`src/design/aes_pkg.sv`:
```
// Shared constants, result type and a character helper for the escape stripper.
package aes_pkg;

    // Widths of the byte path and of the per-window emitted-byte counter.
    localparam int BYTE_W = 8;
    localparam int CNT_W  = 12;

    // Default cap on emitted bytes per window.
    localparam int OUT_LIMIT_DEFAULT = 4094;

    // Characters the parser reacts to.
    localparam logic [BYTE_W-1:0] CH_BEL       = 8'h07;
    localparam logic [BYTE_W-1:0] CH_TAB       = 8'h09;
    localparam logic [BYTE_W-1:0] CH_NL        = 8'h0A;
    localparam logic [BYTE_W-1:0] CH_ESC       = 8'h1B;
    localparam logic [BYTE_W-1:0] CH_SPACE     = 8'h20;
    localparam logic [BYTE_W-1:0] CH_LBRACKET  = 8'h5B;
    localparam logic [BYTE_W-1:0] CH_BACKSLASH = 8'h5C;
    localparam logic [BYTE_W-1:0] CH_RBRACKET  = 8'h5D;

    // One result as it travels from the parser to the output register.
    typedef struct packed {
        logic              valid;
        logic [BYTE_W-1:0] data;
        logic              present;
        logic              end_mark;
    } res_t;

    // True for an ASCII letter, upper or lower case.
    function automatic logic is_letter(input logic [BYTE_W-1:0] c);
        logic upper;
        logic lower;
        upper = (c >= 8'h41) && (c <= 8'h5A);
        lower = (c >= 8'h61) && (c <= 8'h7A);
        return upper || lower;
    endfunction

endpackage

```
`src/design/aes_if.sv`:
```
// Handshake channels for the raw input bytes and the cleaned results.
interface aes_in_if
    import aes_pkg::*;
();
    logic              valid;
    logic              ready;
    logic [BYTE_W-1:0] in_byte;
    logic              end_of_text;

    modport source (output valid, output in_byte, output end_of_text, input ready);
    modport sink   (input valid, input in_byte, input end_of_text, output ready);
endinterface

interface aes_out_if
    import aes_pkg::*;
();
    logic              valid;
    logic              ready;
    logic [BYTE_W-1:0] out_byte;
    logic              byte_present;
    logic              end_mark;

    modport source (output valid, output out_byte, output byte_present, output end_mark,
                    input ready);
    modport sink   (input valid, input out_byte, input byte_present, input end_mark,
                    output ready);
endinterface

```
`src/design/aes_in_stage.sv`:
```
// Input register: holds one accepted byte until the parser consumes it.
module aes_in_stage
    import aes_pkg::*;
(
    input  logic              clk,
    input  logic              rst_n,
    aes_in_if.sink            rx,
    input  logic              advance,
    output logic              held_valid,
    output logic [BYTE_W-1:0] held_byte,
    output logic              held_end
);

    logic              valid_reg;
    logic              valid_next;
    logic [BYTE_W-1:0] byte_reg;
    logic              end_reg;
    logic              take;

    // A new item may enter when the register is empty or is being drained.
    assign rx.ready   = !valid_reg || advance;
    assign take       = rx.valid && rx.ready;
    assign valid_next = take ? 1'b1 : (advance ? 1'b0 : valid_reg);

    // Occupancy flag.
    always_ff @(posedge clk or negedge rst_n)
    begin
        if (!rst_n)
        begin
            valid_reg <= 1'b0;
        end
        else
        begin
            valid_reg <= valid_next;
        end
    end

    // Payload needs no reset.
    always_ff @(posedge clk)
    begin
        if (take)
        begin
            byte_reg <= rx.in_byte;
            end_reg  <= rx.end_of_text;
        end
    end

    assign held_valid = valid_reg;
    assign held_byte  = byte_reg;
    assign held_end   = end_reg;

endmodule

```
`src/design/aes_parser.sv`:
```
// Escape-sequence state machine: decides what each byte emits and tracks window state.
module aes_parser
    import aes_pkg::*;
#(
    parameter int OUT_LIMIT = OUT_LIMIT_DEFAULT
)
(
    input  logic              clk,
    input  logic              rst_n,
    input  logic              step,
    input  logic [BYTE_W-1:0] cur_byte,
    input  logic              cur_end,
    output res_t              res
);

    localparam logic [CNT_W-1:0] LIMIT = CNT_W'(OUT_LIMIT);

    typedef enum logic [2:0] {
        MODE_TEXT    = 3'd0,
        MODE_ESC     = 3'd1,
        MODE_CSI     = 3'd2,
        MODE_OSC     = 3'd3,
        MODE_OSC_ESC = 3'd4
    } mode_t;

    mode_t             mode_reg;
    mode_t             mode_next;
    mode_t             mode_step;
    logic [CNT_W-1:0]  count_reg;
    logic [CNT_W-1:0]  count_next;
    logic [BYTE_W-1:0] last_reg;
    logic [BYTE_W-1:0] last_next;
    logic              emit;
    logic [BYTE_W-1:0] emit_byte;
    logic              space_wanted;
    logic              room;

    // A separating space is wanted only after text not ending in space or newline.
    assign space_wanted = (count_reg != '0) && (last_reg != CH_SPACE) && (last_reg != CH_NL);
    assign room         = count_reg < LIMIT;

    // Mode transition and emission for the current byte.
    always_comb
    begin
        mode_step = mode_reg;
        emit      = 1'b0;
        emit_byte = CH_SPACE;
        unique case (mode_reg)
            MODE_ESC:
            begin
                if (cur_byte == CH_LBRACKET)
                begin
                    mode_step = MODE_CSI;
                    emit      = space_wanted;
                end
                else if (cur_byte == CH_RBRACKET)
                begin
                    mode_step = MODE_OSC;
                    emit      = space_wanted;
                end
                else
                begin
                    mode_step = MODE_TEXT;
                end
            end
            MODE_CSI:
            begin
                if (is_letter(cur_byte))
                begin
                    mode_step = MODE_TEXT;
                end
            end
            MODE_OSC:
            begin
                if (cur_byte == CH_BEL)
                begin
                    mode_step = MODE_TEXT;
                end
                else if (cur_byte == CH_ESC)
                begin
                    mode_step = MODE_OSC_ESC;
                end
            end
            MODE_OSC_ESC:
            begin
                if ((cur_byte == CH_BACKSLASH) || (cur_byte == CH_BEL))
                begin
                    mode_step = MODE_TEXT;
                end
                else if (cur_byte != CH_ESC)
                begin
                    mode_step = MODE_OSC;
                end
            end
            default:
            begin
                if (cur_byte == CH_ESC)
                begin
                    mode_step = MODE_ESC;
                end
                else
                begin
                    mode_step = MODE_TEXT;
                    emit      = (cur_byte >= CH_SPACE) || (cur_byte == CH_NL)
                                || (cur_byte == CH_TAB);
                    emit_byte = cur_byte;
                end
            end
        endcase
        // Once the window is full, bytes change no mode and emit nothing.
        if (!room)
        begin
            mode_step = mode_reg;
            emit      = 1'b0;
        end
    end

    // Next state: the last byte of a window returns everything to reset.
    always_comb
    begin
        mode_next  = mode_reg;
        count_next = count_reg;
        last_next  = last_reg;
        if (step)
        begin
            if (cur_end)
            begin
                mode_next  = MODE_TEXT;
                count_next = '0;
                last_next  = '0;
            end
            else
            begin
                mode_next = mode_step;
                if (emit)
                begin
                    count_next = count_reg + CNT_W'(1);
                    last_next  = emit_byte;
                end
            end
        end
    end

    // Window state.
    always_ff @(posedge clk or negedge rst_n)
    begin
        if (!rst_n)
        begin
            mode_reg  <= MODE_TEXT;
            count_reg <= '0;
            last_reg  <= '0;
        end
        else
        begin
            mode_reg  <= mode_next;
            count_reg <= count_next;
            last_reg  <= last_next;
        end
    end

    // Result for this byte; a bare end marker carries a zero byte.
    assign res.valid    = emit || cur_end;
    assign res.present  = emit;
    assign res.data     = emit ? emit_byte : '0;
    assign res.end_mark = cur_end;

endmodule

```
`src/design/aes_out_stage.sv`:
```
// Output register: holds one result until the receiver takes it.
module aes_out_stage
    import aes_pkg::*;
(
    input  logic     clk,
    input  logic     rst_n,
    input  logic     load,
    input  res_t     res,
    output logic     room,
    aes_out_if.source tx
);

    logic              valid_reg;
    logic              valid_next;
    logic [BYTE_W-1:0] byte_reg;
    logic              present_reg;
    logic              end_reg;

    // The register can take a result when empty or when its item leaves now.
    assign room       = !valid_reg || tx.ready;
    assign valid_next = load ? 1'b1 : (tx.ready ? 1'b0 : valid_reg);

    // Occupancy flag.
    always_ff @(posedge clk or negedge rst_n)
    begin
        if (!rst_n)
        begin
            valid_reg <= 1'b0;
        end
        else
        begin
            valid_reg <= valid_next;
        end
    end

    // Payload needs no reset.
    always_ff @(posedge clk)
    begin
        if (load)
        begin
            byte_reg    <= res.data;
            present_reg <= res.present;
            end_reg     <= res.end_mark;
        end
    end

    assign tx.valid        = valid_reg;
    assign tx.out_byte     = byte_reg;
    assign tx.byte_present = present_reg;
    assign tx.end_mark     = end_reg;

endmodule

```
`src/design/ansi_escape_stripper.sv`:
```
// Top level of the streaming terminal-text escape stripper.
//
// Bytes arrive on rx, one item per byte, with end_of_text on the last byte of
// a window. Cleaned bytes leave on tx; CSI and OSC sequences, other two-byte
// escapes and control bytes other than newline and tab are removed, and one
// space stands in for each CSI or OSC after text that did not end in
// space or newline. At most OUT_LIMIT bytes are emitted per window. The last
// byte of a window always yields one item with end_mark set, with byte_present
// low if it carried no byte, and the window state then clears.
// A byte accepted on rx waits in the input register, and its result is loaded
// into the output register once that register has room. Throughput is one
// byte per cycle while tx does not stall.
// Bytes that emit nothing leave no item. When tx stalls, the output register
// holds its item and rx keeps accepting until the input register also fills.
// Reset clears both registers and returns the parser to text mode with an
// empty window; the block takes items in the first cycle after reset.
module ansi_escape_stripper
    import aes_pkg::*;
#(
    parameter int OUT_LIMIT = OUT_LIMIT_DEFAULT
)
(
    input  logic      clk,
    input  logic      rst_n,
    aes_in_if.sink    rx,
    aes_out_if.source tx
);

    logic              held_valid;
    logic [BYTE_W-1:0] held_byte;
    logic              held_end;
    logic              out_room;
    logic              step;
    res_t              res;

    // The held byte is processed whenever the output side has space for its result.
    assign step = held_valid && out_room;

    aes_in_stage u_in_stage (
        .clk        (clk),
        .rst_n      (rst_n),
        .rx         (rx),
        .advance    (step),
        .held_valid (held_valid),
        .held_byte  (held_byte),
        .held_end   (held_end)
    );

    aes_parser #(
        .OUT_LIMIT (OUT_LIMIT)
    ) u_parser (
        .clk      (clk),
        .rst_n    (rst_n),
        .step     (step),
        .cur_byte (held_byte),
        .cur_end  (held_end),
        .res      (res)
    );

    aes_out_stage u_out_stage (
        .clk   (clk),
        .rst_n (rst_n),
        .load  (step && res.valid),
        .res   (res),
        .room  (out_room),
        .tx    (tx)
    );

endmodule

```
`src/flat_wrapper.sv`:
```
// flat-port wrapper written by rule: the top's interface ports become plain ports
module ansi_escape_stripper_flat import aes_pkg::*;
#(
    parameter int OUT_LIMIT = OUT_LIMIT_DEFAULT
)
  (clk, rst_n, rx_valid, rx_in_byte, rx_end_of_text, rx_ready, tx_valid, tx_out_byte, tx_byte_present, tx_end_mark, tx_ready);
  aes_in_if rx_i ();
  aes_out_if tx_i ();
  input  logic clk;
  input  logic rst_n;
  input wire logic [$bits(rx_i.valid)-1:0] rx_valid;
  input wire logic [$bits(rx_i.in_byte)-1:0] rx_in_byte;
  input wire logic [$bits(rx_i.end_of_text)-1:0] rx_end_of_text;
  output wire logic [$bits(rx_i.ready)-1:0] rx_ready;
  output wire logic [$bits(tx_i.valid)-1:0] tx_valid;
  output wire logic [$bits(tx_i.out_byte)-1:0] tx_out_byte;
  output wire logic [$bits(tx_i.byte_present)-1:0] tx_byte_present;
  output wire logic [$bits(tx_i.end_mark)-1:0] tx_end_mark;
  input wire logic [$bits(tx_i.ready)-1:0] tx_ready;
  assign rx_i.valid = rx_valid;
  assign rx_i.in_byte = rx_in_byte;
  assign rx_i.end_of_text = rx_end_of_text;
  assign rx_ready = rx_i.ready;
  assign tx_valid = tx_i.valid;
  assign tx_out_byte = tx_i.out_byte;
  assign tx_byte_present = tx_i.byte_present;
  assign tx_end_mark = tx_i.end_mark;
  assign tx_i.ready = tx_ready;
  ansi_escape_stripper #(.OUT_LIMIT(OUT_LIMIT)) u_core (.clk(clk), .rst_n(rst_n), .rx(rx_i), .tx(tx_i));
endmodule
```
`config.mk`:
```
export PLATFORM = sky130hd
export DESIGN_NAME = ansi_escape_stripper_flat
export DESIGN_NICKNAME = d
export VERILOG_FILES = /design/src/design/aes_pkg.sv /design/src/design/aes_if.sv /design/src/design/aes_in_stage.sv /design/src/design/aes_parser.sv /design/src/design/aes_out_stage.sv /design/src/design/ansi_escape_stripper.sv /design/src/flat_wrapper.sv
export SDC_FILE = /design/constraint.sdc
export NUM_CORES = 1
export LEC_CHECK = 0
export BUFFER_PORTS_ARGS = -buffer_cell sky130_fd_sc_hd__buf_2
export CAP_MARGIN = 20
export CORE_UTILIZATION = 40
export DETAILED_ROUTE_END_ITERATION = 8
export GPL_TIMING_DRIVEN = 0
export SETUP_SLACK_MARGIN = 0.05
export SYNTH_ARGS = -nofsm -noshare
export SYNTH_HDL_FRONTEND = slang
export SYNTH_HIERARCHICAL = 1
export SYNTH_SLANG_ARGS = --single-unit
export TNS_END_PERCENT = 30
```
`constraint.sdc`:
```
create_clock -name clk -period 7.1 [get_ports clk]
set_input_delay 2.13 -clock clk [delete_from_list [all_inputs] [get_ports clk]]
set_output_delay 2.13 -clock clk [all_outputs]
set_load 0.01 [all_outputs]
```
* After elaboration in Yosys (flattened, before gate mapping) *
Cells that the tools add are included.

word-level totals
  input bits = 13
  output and inout bits = 12
  bits in registers = 44
  word-level logic and storage cells = 85

operators by class
  equality and inequality tests = 17
  reduce and logical (&&, ||, !) cells = 25
  $add $sub $neg = 1
  order comparisons = 6
  multiplexer cells = 26

operators with widths
  cell                                                                count
  two-way mux 8 bit                                                   4
  equality test 8 x 7 -> 1 bit (second input constant)                3
  two-way mux 12 bit                                                  2
  two-way mux 3 bit                                                   7
  equality test 8 x 4 -> 1 bit (second input constant)                2
  greater-or-equal comparator 8 x 7 -> 1 bit (second input constant)  2
  <= comparator 8 x 7 -> 1 bit (second input constant)                2
  adder 12 x 1 -> 12 bit (second input constant)                      1
  < comparator 12 bit (second input constant)                         1
  case mux 3 bit (4 select lines)                                     1
  nonzero test 12 bit                                                 1
  two-way mux 1 bit                                                   9
  equality test 8 x 3 -> 1 bit (second input constant)                1
  equality test 8 x 5 -> 1 bit (second input constant)                1
  greater-or-equal comparator 8 x 6 -> 1 bit (second input constant)  1
  != test 4 x 3 -> 1 bit (second input constant)                      2
  != test 8 x 4 -> 1 bit (second input constant)                      1
  != test 8 x 5 -> 1 bit (second input constant)                      1
  != test 8 x 6 -> 1 bit (second input constant)                      1
  nonzero test 2 bit                                                  4
  logical AND 1 bit                                                   7
  logical OR 1 bit                                                    7
  equality test 3 x 2 -> 1 bit (second input constant)                2
  AND reduction 5 bit                                                 1
  other kinds (9)                                                     11

* Logic depth before layout (Yosys ltp) *
  word-level depth = 10
  depth in mapped cells = 11
  mapped depth without buffers = 9

* Modules after synthesis *
The synthesis kept the hierarchy.

modules (own cells, without submodules)
  module                area an instance (um2)  cells an instance  times used  seq. area each (um2)
  aes_parser            1722.9                  198                1           575.6
  aes_out_stage         347.8                   13                 1           325.3
  aes_in_stage          324.1                   13                 1           295.3
  ansi_escape_stripper  12.5                    2                  1           0.0

* Worst setup path after synthesis *
Ideal clock, no wire load.

  path kind = input-to-output
  from = input port tx_ready
  to = output port rx_ready
  arrival time = 2543 ps
  path slack = 2427 ps
  stages on the path = 3
  buffers on the path = 0
  path through = nand2b_4 -> and2_1 -> nand2b_4

between the ends
  cells in the longest elaborated chain, start to end = 3

RTL lines
  element            line                        source
  from (decl)        flat_wrapper.sv:19          input wire logic [$bits(tx_i.ready)-1:0] tx_ready;
  logical OR 1 bit   aes_out_stage.sv:20         assign room = !valid_reg || tx.ready;
  logical AND 1 bit  ansi_escape_stripper.sv:37  assign step = held_valid && out_room;
  via u_core.step    ansi_escape_stripper.sv:33  logic step;
  logical OR 1 bit   aes_in_stage.sv:21          assign rx.ready = !valid_reg || advance;
  to (decl)          flat_wrapper.sv:14          output wire logic [$bits(rx_i.ready)-1:0] rx_ready;

The timed path passes the listed nets, and every way through them passes these cells.

* Worst setup path in the final report *
  from = input port tx_ready
  to = output port rx_ready

between the ends
  cells in the longest elaborated chain, start to end = 3

RTL lines
  element              line                        source
  logical OR 1 bit     aes_out_stage.sv:20
  via u_core.out_room  ansi_escape_stripper.sv:32  logic out_room;
  logical AND 1 bit    ansi_escape_stripper.sv:37
  via u_core.step      ansi_escape_stripper.sv:33
  logical OR 1 bit     aes_in_stage.sv:21

The timed path passes the listed nets, and every way through them passes these cells.

==> reports/metrics.cfg <==
[yosys]
synth_flop_cell = sky130_fd_sc_hd__dfrtp_1
mappedNetlistArea_sq_mm = 0.002407
synth_sequential_area_ratio_pct = 49.69
asyncSetResetFlopFracSynth_pct = 56.82
yosysUniqueCellTypes = 61
synth_warn = 6
synth-edff-count = 19
postSynthRegisterBits = 44
post_synthesis_cell_count = 226
synth.avg_cell_area_sq_um = 10.65
mappedNetlistNets = 241

[clock_tree]
cts-hold-fix-buffers = 0
clock_tree.htree_level_count = 2
post_cts_gate_resize_count = 0
cts_post_setup_buffers_inserted = 0
clock_tree.root_cell = sky130_fd_sc_hd__clkbuf_8
cts_sinks = 44
cts.path.max_buffers = 2
clk_latency_ns = 0.30
path_clk_slew_ns = 0.08
cts_tree = done
cts_buf_count = 5

[sta]
share_of_the_clock_period_used_by_the_worst_path_pct = 69.18
finalClockSkew_ns = 0.008910
post_layout_min_period_ns = 4.912
final_hold_viol_count = 0
slew_headroom_pct = 58.09
worst_case_setup_margin_in_the_final_layout_ns = 2.188
tns_ns = 0
maxSlewViolCount = 0
final-setup-viol-count = 0
worst_pin_slew_ns = 0.6287
whs_ns = 0.5407
rsz_0062_raised_after_global_routing = false
achievable-frequency_ghz = 0.2036

[global_route]
grt_pass1_vias = 1760
antenna_found_initial = 0
grt_start_max_net_pins = 26
grt_pass1_wl_um = 8790
overflow = 0
globalRouteTotalUtil_pct = 18.35

[pwr]
power.density_cell_area_mw_per_mm2 = 262.2
p_leak_nw = 1.114
peakVddDrop_mv = 0.1153
total_power_mw = 0.7154

[route]
detailed_route_wl_um = 5160
route.detailed.wl_per_inst_um = 15.64
drt_first_pass_iters = 4
via_count = 1827
drc = 0
ant_nets = 0
drt_first_iter_violations = 115
avgViaCountPerCell = 5.536

[floorplan]
pin_count = 25
die_height_um = 79.58
initial_core_util_pct = 42.67
fp.coreArea_sq_mm = 0.005642
die_area_sq_mm = 0.006332
horiz_die_dim_um = 79.58
num_rows = 27

[setup_path]
setup.worst_path.end_class = primary output
worstPathRequired_ns = 4.97
rr_startpoint = u_core/u_in_stage/held_byte[7]
critPathArrivalTime_ns = 2.78
worstSetupStartpoint = tx_ready
highest_net_fanout_along_the_worst_path = 3
critical_path.startpoint_type = primary input
crit_type = primary input to primary output

[layout]
post_layout_nets = 272
mostFrequentLayoutCell = sky130_fd_sc_hd__buf_2
largest_register_ffs = 12
syn2layout_area_growth_pct = 13.36
drive_above_1_share_pct = 22.48
fill_cells = 543
most-common-layout-cells = sky130_fd_sc_hd__buf_2 (27), sky130_fd_sc_hd__dfrtp_1 (25), sky130_fd_sc_hd__nor2_1 (22), sky130_fd_sc_hd__nand2_1 (22), sky130_fd_sc_hd__edfxtp_1 (19)
finish.utilization_pct = 48.37
n_diodes = 0
fin_area_sq_mm = 0.002729
final_cells = 330

[outcome]
status = completed

[place]
place_inst = 322
dpl_cell_area_sq_mm = 0.002618
hpwlAfterDp_um = 3713
last_weighted_congestion_value_of_the_routability_driven_placer = 0.8409
dpl_worst_slack_ns = 2.186
io_buffers = 24

[worst_hold_path]
hp-start = u_core/u_parser/count_reg[0]
hp-class = flip-flop to flip-flop

[job]
drv.max_cap_violation_count = 0

[routing by layer]
layer / vias to the layer above / global-route usage (%) / share of wire, %
met5: - / 0 / 0
met1: 870 / 25.56 / 47
met3: 6 / 4.229 / 4.8
li1: 900 / - / -
met2: 51 / 28.29 / 47
met4: 0 / 5.273 / 0.99
[critical path, cell delays in order]
cell	delay, ns
sky130_fd_sc_hd__buf_2	0.09
sky130_fd_sc_hd__nand2b_4	0.13
sky130_fd_sc_hd__and2_1	0.15
sky130_fd_sc_hd__nand2b_4	0.14
sky130_fd_sc_hd__buf_2	0.13
[power by group]
| part | total, mW | internal, mW | switching, mW |
|---|---|---|---|
| sequential | 0.356 | 0.313 | 0.0432 |
| clock | 0.192 | 0.104 | 0.0878 |
| combinational | 0.167 | 0.0697 | 0.0974 |
| total | 0.715 | 0.487 | 0.228 |
[cells in the mapped netlist (all sizes together) (2+ instances only)]
cell type  count  share of area [%]
buf            7                2.0
nor4           2               0.52
a41oi          2               0.73
a221o          3                1.2
a22o           2               0.73
xnor2          3                1.1
a21oi          4               0.83
clkbuf         8                1.3
nand2b         4                1.8
edfxtp        19                 24
a31oi          4                1.0
a21o           2               0.62
nand2         22                3.4
o311ai        11                6.2
ha             2                1.0
inv           14                2.2
nor3b          3               0.94
mux2i          4                1.7
nor4b          2                1.4
o2bb2ai        3                1.1
nor3           7                1.5
dfrtp         25                 26
o41ai          2               0.73
nor2          22                3.4
nand4          2               0.52
and3           3               0.78
and2           5                1.4
nand3         17                4.1
[cells by family (layout without fill, tap and decap cells)]
family / count (synthesis) / in the layout / share of synthesized area [%]
buf+inv: 29 / 61 / 5.509
xor+xnor: 4 / 4 / 1.456
mux: 4 / 4 / 1.663
simple gates: 100 / 100 / 23.70
compound gates: 43 / 43 / 16.95
fa+ha+maj: 2 / 2 / 1.039
flops: 44 / 44 / 49.69
[worst paths after layout]
check	to	slack, ns	cells after the start
min	u_core/u_parser/count_reg[0]	0.54	1
max reg2reg	u_core/u_out_stage/tx.byte_present	4.12	8
max	rx_ready	2.19	5
max in group asynchronous	u_core/u_parser/count_reg[10]	4.88	1
min in group asynchronous	u_core/u_parser/mode_reg[0]	1.82	1
min reg2reg	u_core/u_parser/count_reg[0]	0.54	1
[layout make-up]
type / count / area, sq um / share of cell area (%)
plain buffers: 15 / 80.08 / 2.934
multi-input cells: 153 / 1079 / 39.52
clock buffers: 5 / 68.82 / 2.522
repair buffers: 24 / 120.1 / 4.402
well taps: 72 / 90.09 / 3.301
clock inverters: 3 / 42.54 / 1.559
inverters: 14 / 52.55 / 1.926
flip-flops and latches: 44 / 1196 / 43.83
(Power assumes the default switching activity.)
